**config.mk**
```make
export PLATFORM = sky130hd
export DESIGN_NAME = drls_cell
export DESIGN_NICKNAME = d
export VERILOG_FILES = /design/src/hdl/drls_pkg.sv /design/src/hdl/drls_cell.sv
export SDC_FILE = /design/constraint.sdc
export NUM_CORES = 1
export LEC_CHECK = 0
export BUFFER_PORTS_ARGS = -buffer_cell sky130_fd_sc_hd__buf_4
export CORE_AREA = 4 4 204 206
export DETAILED_ROUTE_END_ITERATION = 8
export DIE_AREA = 0 0 208 210
export PLACE_DENSITY = 0.74
export SYNTH_ARGS = -nofsm -noshare
export SYNTH_HDL_FRONTEND = slang
export SYNTH_SLANG_ARGS = --single-unit
```
**constraint.sdc**
```tcl
create_clock -name clk_i -period 9.15 [get_ports clk_i]
set_clock_uncertainty 0.05 [all_clocks]
set_input_delay 0.4575 -clock clk_i [delete_from_list [all_inputs] [get_ports clk_i]]
set_output_delay 0.4575 -clock clk_i [all_outputs]
set_load 0.005 [all_outputs]
```
**src/hdl/drls_pkg.sv**
```systemverilog
// drls_pkg: shared constants, register indexes and the stage payload type
// for the disc rim shader; no dependencies
package drls_pkg;

  localparam int COORD_BITS_DEF = 12;
  localparam int COORD_BITS_MAX = 16;
  localparam int RADIUS_W       = 10;
  localparam int LEVEL_W        = 8;
  localparam int CFG_IDX_W      = 3;

  // reset values of the configuration registers
  localparam int DISC_CENTER_X_RST = 450;
  localparam int DISC_CENTER_Y_RST = 300;
  localparam int DISC_RADIUS_RST   = 50;
  localparam int LIGHT_X_RST       = 720;
  localparam int LIGHT_Y_RST       = 300;

  // 255 squared, scale of the squared level compare
  localparam int LEVEL_SCALE = 65025;

  // payload widths, sized for the widest coordinate setting
  localparam int R2_W   = 2 * RADIUS_W;
  localparam int L2_W   = 2 * COORD_BITS_MAX + 1;
  localparam int DEN_W  = R2_W + L2_W;
  localparam int NUM_W  = (DEN_W + 1) / 2;
  localparam int CMP_W  = DEN_W + 2 * LEVEL_W;
  localparam int BDEN_W = DEN_W + LEVEL_W;

  typedef enum logic [CFG_IDX_W-1:0] {
    REG_DISC_CENTER_X = 3'd0,
    REG_DISC_CENTER_Y = 3'd1,
    REG_DISC_RADIUS   = 3'd2,
    REG_LIGHT_X       = 3'd3,
    REG_LIGHT_Y       = 3'd4
  } reg_idx_e;

  // data handed from one level cell to the next
  typedef struct packed {
    logic               covered;
    logic               rim;
    logic               go;
    logic [DEN_W-1:0]   den;
    logic [CMP_W-1:0]   k;
    logic [LEVEL_W-1:0] b;
    logic [BDEN_W-1:0]  bden;
    logic [CMP_W-1:0]   b2den;
  } shade_t;

  function automatic int cfg_data_w(int cb);
    return (cb > RADIUS_W) ? cb : RADIUS_W;
  endfunction

endpackage

```
**src/hdl/drls_cell.sv**
```systemverilog
// drls_cell: one cell of the level chain, settles one brightness bit by a
// squared compare kept up with shifts and adds; uses drls_pkg
module drls_cell #(
  parameter int BIT = 7
) (
  input  logic             clk_i,
  input  logic             rst_ni,
  input  logic             valid_i,
  output logic             ready_o,
  input  drls_pkg::shade_t data_i,
  output logic             valid_o,
  input  logic             ready_i,
  output drls_pkg::shade_t data_o
);

  logic             v_q, en;
  drls_pkg::shade_t s_q, s_d;
  logic [drls_pkg::CMP_W-1:0] t2den;
  logic             fits;

  assign en      = !v_q || ready_i;
  assign ready_o = en;
  assign valid_o = v_q;
  assign data_o  = s_q;

  // (b + 2^bit)^2 * den from b^2*den and b*den
  assign t2den = data_i.b2den
               + (drls_pkg::CMP_W'(data_i.bden) << (BIT + 1))
               + (drls_pkg::CMP_W'(data_i.den) << (2 * BIT));
  assign fits  = data_i.go && (t2den <= data_i.k);

  always_comb begin
    s_d = data_i;
    if (fits) begin
      s_d.b     = data_i.b | (drls_pkg::LEVEL_W'(1) << BIT);
      s_d.bden  = data_i.bden + (drls_pkg::BDEN_W'(data_i.den) << BIT);
      s_d.b2den = t2den;
    end
  end

  always_ff @(posedge clk_i or negedge rst_ni) begin
    if (!rst_ni) begin
      v_q <= 1'b0;
    end else if (en) begin
      v_q <= valid_i;
    end
  end

  always_ff @(posedge clk_i) begin
    if (en) s_q <= s_d;
  end

endmodule

```
==> run summary <==
=======================================================================================
Rows .....................................................................           73
Via count of the first global-routing pass ...............................       16,900
Final critical-path required period ......................................      7830 ps
Static Leak ..............................................................      11.0 nW
Synth Area per Inst ......................................................     10.2 um2
Per-cell via count in the routed design ..................................         5.75
Full die area ............................................................   43,700 um2
Kind of end point of the critical path ...................................    flip-flop
Post-detail-place hpwl ...................................................      53.2 mm
Area fraction of the dominant cell type after synthesis ..................        42.0%
Clock slew seen by the registers of the worst setup and hold paths .......        60 ps
Hold Vio Cnt, Final ......................................................            0
Number of nets produced by synthesis .....................................        2,355
Clock sink count .........................................................          264
Synthesis Warnings .......................................................            0
Share of cells above drive strength 1 ....................................        25.9%
TritonCTS buffer count ...................................................           30
Placement Cell Area ......................................................   23,300 um2
Net switching power figure ...............................................      1.99 mW
Setup repair after global routing missed its margin ......................           no
Seq/Total Area, Yosys ....................................................        42.1%
Worst slack on hold paths ................................................      24.4 ps
CTS tree .................................................................        built
Source of the worst hold timing path .....................................  data_i[180]
Max-slew violations ......................................................            0
Post-detailed-routing wire length ........................................      66.5 mm
Final setup TNS ..........................................................         0 ps
Core Util, Final .........................................................        62.6%
Layout-stage area growth over the synthesis result .......................        31.9%
Fin area .................................................................   24,800 um2
Count of endpoints failing setup in the final report .....................            0
Crit Reg-Reg Startpoint ..................................................      valid_o
Headroom to the max-slew limit ...........................................        21.4%
Post-synthesis cell count ................................................        1,845
Pin slew with the least headroom to its limit ............................      1170 ps
Highest clock frequency the design can meet ..............................      128 MHz
Ys async rst share .......................................................       0.379%
Maximum number of pins on one net before global-route repair .............          129
Depth of the worst hold-timing path ......................................            1
Part of the total power dissipated in sequential elements ................        32.7%
Mapped Area ..............................................................   18,800 um2
Max Cap Violations .......................................................            0
Net count, final .........................................................        2,917
Power per standard cell area .............................................   217 nW/um2
Number of violations reported at the end of detailed-routing iteration 0 .        1,421
H-tree Lvls ..............................................................            1
Startpoint Class .........................................................    input pin
WL/cell ..................................................................      22.5 um
Count of input and output buffers ........................................          531
Cell types with the largest area share after synthesis ................... edfxtp_1 (42%), ha_1 (12%), fa_1 (5.8%)
Worst Hold Class .........................................................       in2reg
Ratio of final minimum period to clock period ............................        85.5%
Residual DRC count .......................................................            0
Height of the chip .......................................................       210 um
Maximum vdd ir drop ......................................................   0.000212 V
Number of flops mapped to enable cells by yosys ..........................          263
Post-detailed-route count of antenna-violating nets ......................            0
Initial antenna violation count ..........................................            1
Number of top-level pins .................................................          532
Flip-flop and latch count after synthesis ................................          264
Cell Int Power ...........................................................      3.39 mW
Setup slack of the most critical reg-to-reg path .........................      6690 ps
Via count ................................................................       17,000
Total routing resource utilization after global routing ..................        29.0%
Beginning of the critical path ...........................................   data_i[75]
Arr. time, crit path .....................................................      8080 ps
Width of the die .........................................................       208 um
Area of the core .........................................................   39,600 um2
First-pass GRT wire length ...............................................       100 mm
Overall power consumption ................................................      5.38 mW
CP required ..............................................................      9410 ps
Worst setup path category ................................................       in2reg
Length of the first detailed-routing pass in iterations ..................            5
Net switching share of the total power ...................................        37.0%
RePlAce Congestion .......................................................        0.937
Part of the power in combinational logic .................................        45.0%
Main flop type after synthesis ...........................................     edfxtp_1
Sum of overflow across all layers after global routing ...................            0
CP Max Fanout ............................................................           34
Initial core utilization .................................................        47.5%
Worst-case reg-to-reg path depth .........................................            2
Clock network latency to the later pin of the worst-skew pair ............       570 ps
Number of library cell types mapped by synthesis .........................           77
Cell type with the highest aggregate area in the netlist .................     edfxtp_1
Run status ............................................................... complete, no violations
Clock Tree Root ..........................................................    clkbuf_16
Clock Path Buffers .......................................................            3
Clock share of power .....................................................        22.3%
=======================================================================================
[repair_timing]
item / CTS / global route
hold buffers: 58 / 0
gates resized for setup: 0 / 0
setup buffers: 0 / 0
endpoints found under the hold margin: 58 / 0
[path summary, 6_finish.rpt]
path                          endpoint
setup / recovery            data_o[81]
hold / removal             data_o[180]
setup reg to reg           data_o[249]
hold reg to reg                valid_o
max in group asynchronous      valid_o
min in group asynchronous      valid_o
[layer usage]
layer | track usage [%] | vias to the layer above | part of all wire, %
li1 | - | 7922 | -
met1 | 38.2 | 8106 | 40
met2 | 48.8 | 829 | 48
met3 | 4.81 | 130 | 7.8
met4 | 10.4 | 0 | 4.0
met5 | 0 | - | 0
[power by group through the flow]
stage,registers [mW],logic (mW),clock network [mW]
after floorplan,1.81,1.31,0
after global placement,1.78,2.32,0
after detailed placement,1.78,2.37,0
after CTS,1.76,2.40,1.22
after global routing,1.78,2.64,1.28
final,1.76,2.42,1.20
[synthesized netlist by cell type (all sizes together) (3+ instances only)]
cell type,instances
ha,188
or4,4
nand2b,22
o21bai,21
a221oi,4
nand4,40
mux2i,4
nand2,224
nor2,120
edfxtp,263
o2111ai,4
nor3,32
or2,6
o31ai,10
a211oi,30
and2,6
inv,111
a21o,51
nor4,7
a311oi,7
o211ai,18
o21a,11
a41oi,3
o41ai,3
and4,7
xor2,41
a31o,6
nand4b,3
a21oi,181
clkbuf,38
nor2b,11
fa,55
and3,13
buf,28
nand3,27
xnor2,57
a31oi,13
or3,5
a211o,3
o22ai,4
mux2,19
o311ai,3
a21boi,7
o21ai,110
[state kept, by name, indices dropped and copies added, names as in the netlist]
signal	count
data_o	263
valid_o	1
[cells by family (layout without fill, tap and decap cells)]
logic type | after synthesis | count (layout) | synth area share, %
AO/OA/AOI/OAI | 509 | 509 | 17.0
XOR/XNOR | 98 | 98 | 4.56
adder cells (fa/ha/maj) | 243 | 243 | 18.3
buffers and inverters | 177 | 761 | 3.70
flip-flops | 264 | 264 | 42.1
multiplexers | 23 | 23 | 1.35
other | 0 | 1 | 0
AND/OR/NAND/NOR | 531 | 531 | 13.0
[cell type report]
cell class / count / area (um2)
Inverter: 111 / 417
Timing Repair Buffer: 596 / 4640
Antenna cell: 1 / 2.50
Tap cell: 525 / 657
Fill cell: 3255 / 14800
Clock buffer: 36 / 773
Clock inverter: 18 / 186
Multi-Input combinational cell: 1404 / 10200
Sequential cell: 264 / 7920
[metrics by stage]
step / setup WS [ps] / std cells
final: 1320 / 2955
after global routing: 1010 / 2955
after CTS: 1390 / 2954
after detailed placement: 1300 / 2842
after global placement: 1430 / 2842
after floorplan: 1620 / 1845
[critical path, cell delays in order]
cell and delay [ps]:
dlygate4sd3_1 530, buf_4 110, inv_1 40, fa_1 500
inv_1 50, ha_1 340, nand2_1 140, a211oi_1 360
o41ai_1 170, o21ai_1 430, a21oi_1 270, o31ai_1 690
a21boi_0 250, xnor2_1 240, ha_1 310, nand4_1 160
nor2_1 370, nand2_1 250, nor4_2 410, a211oi_1 200
a22o_1 380, nor2_4 760, buf_4 490, o21ai_0 150
[cells in the final DEF (no fill, tap or decap), types with 12 or more instances in the layout]
master         count
nor2_1           119
nor3_1            32
xor2_1            41
o21bai_1          21
o211ai_1          18
nand4_1           40
nand2_1          223
mux2_2            19
edfxtp_1         263
nand2b_1          21
dlygate4sd3_1     58
a21o_1            51
clkbuf_16         30
a211oi_1          29
fa_1              55
buf_4            536
and3_1            12
xnor2_1           57
o21ai_0          109
a31oi_1           12
nand3_1           27
inv_1            111
ha_1             188
a21oi_1          180
Power figures use the tool's default switching activity.
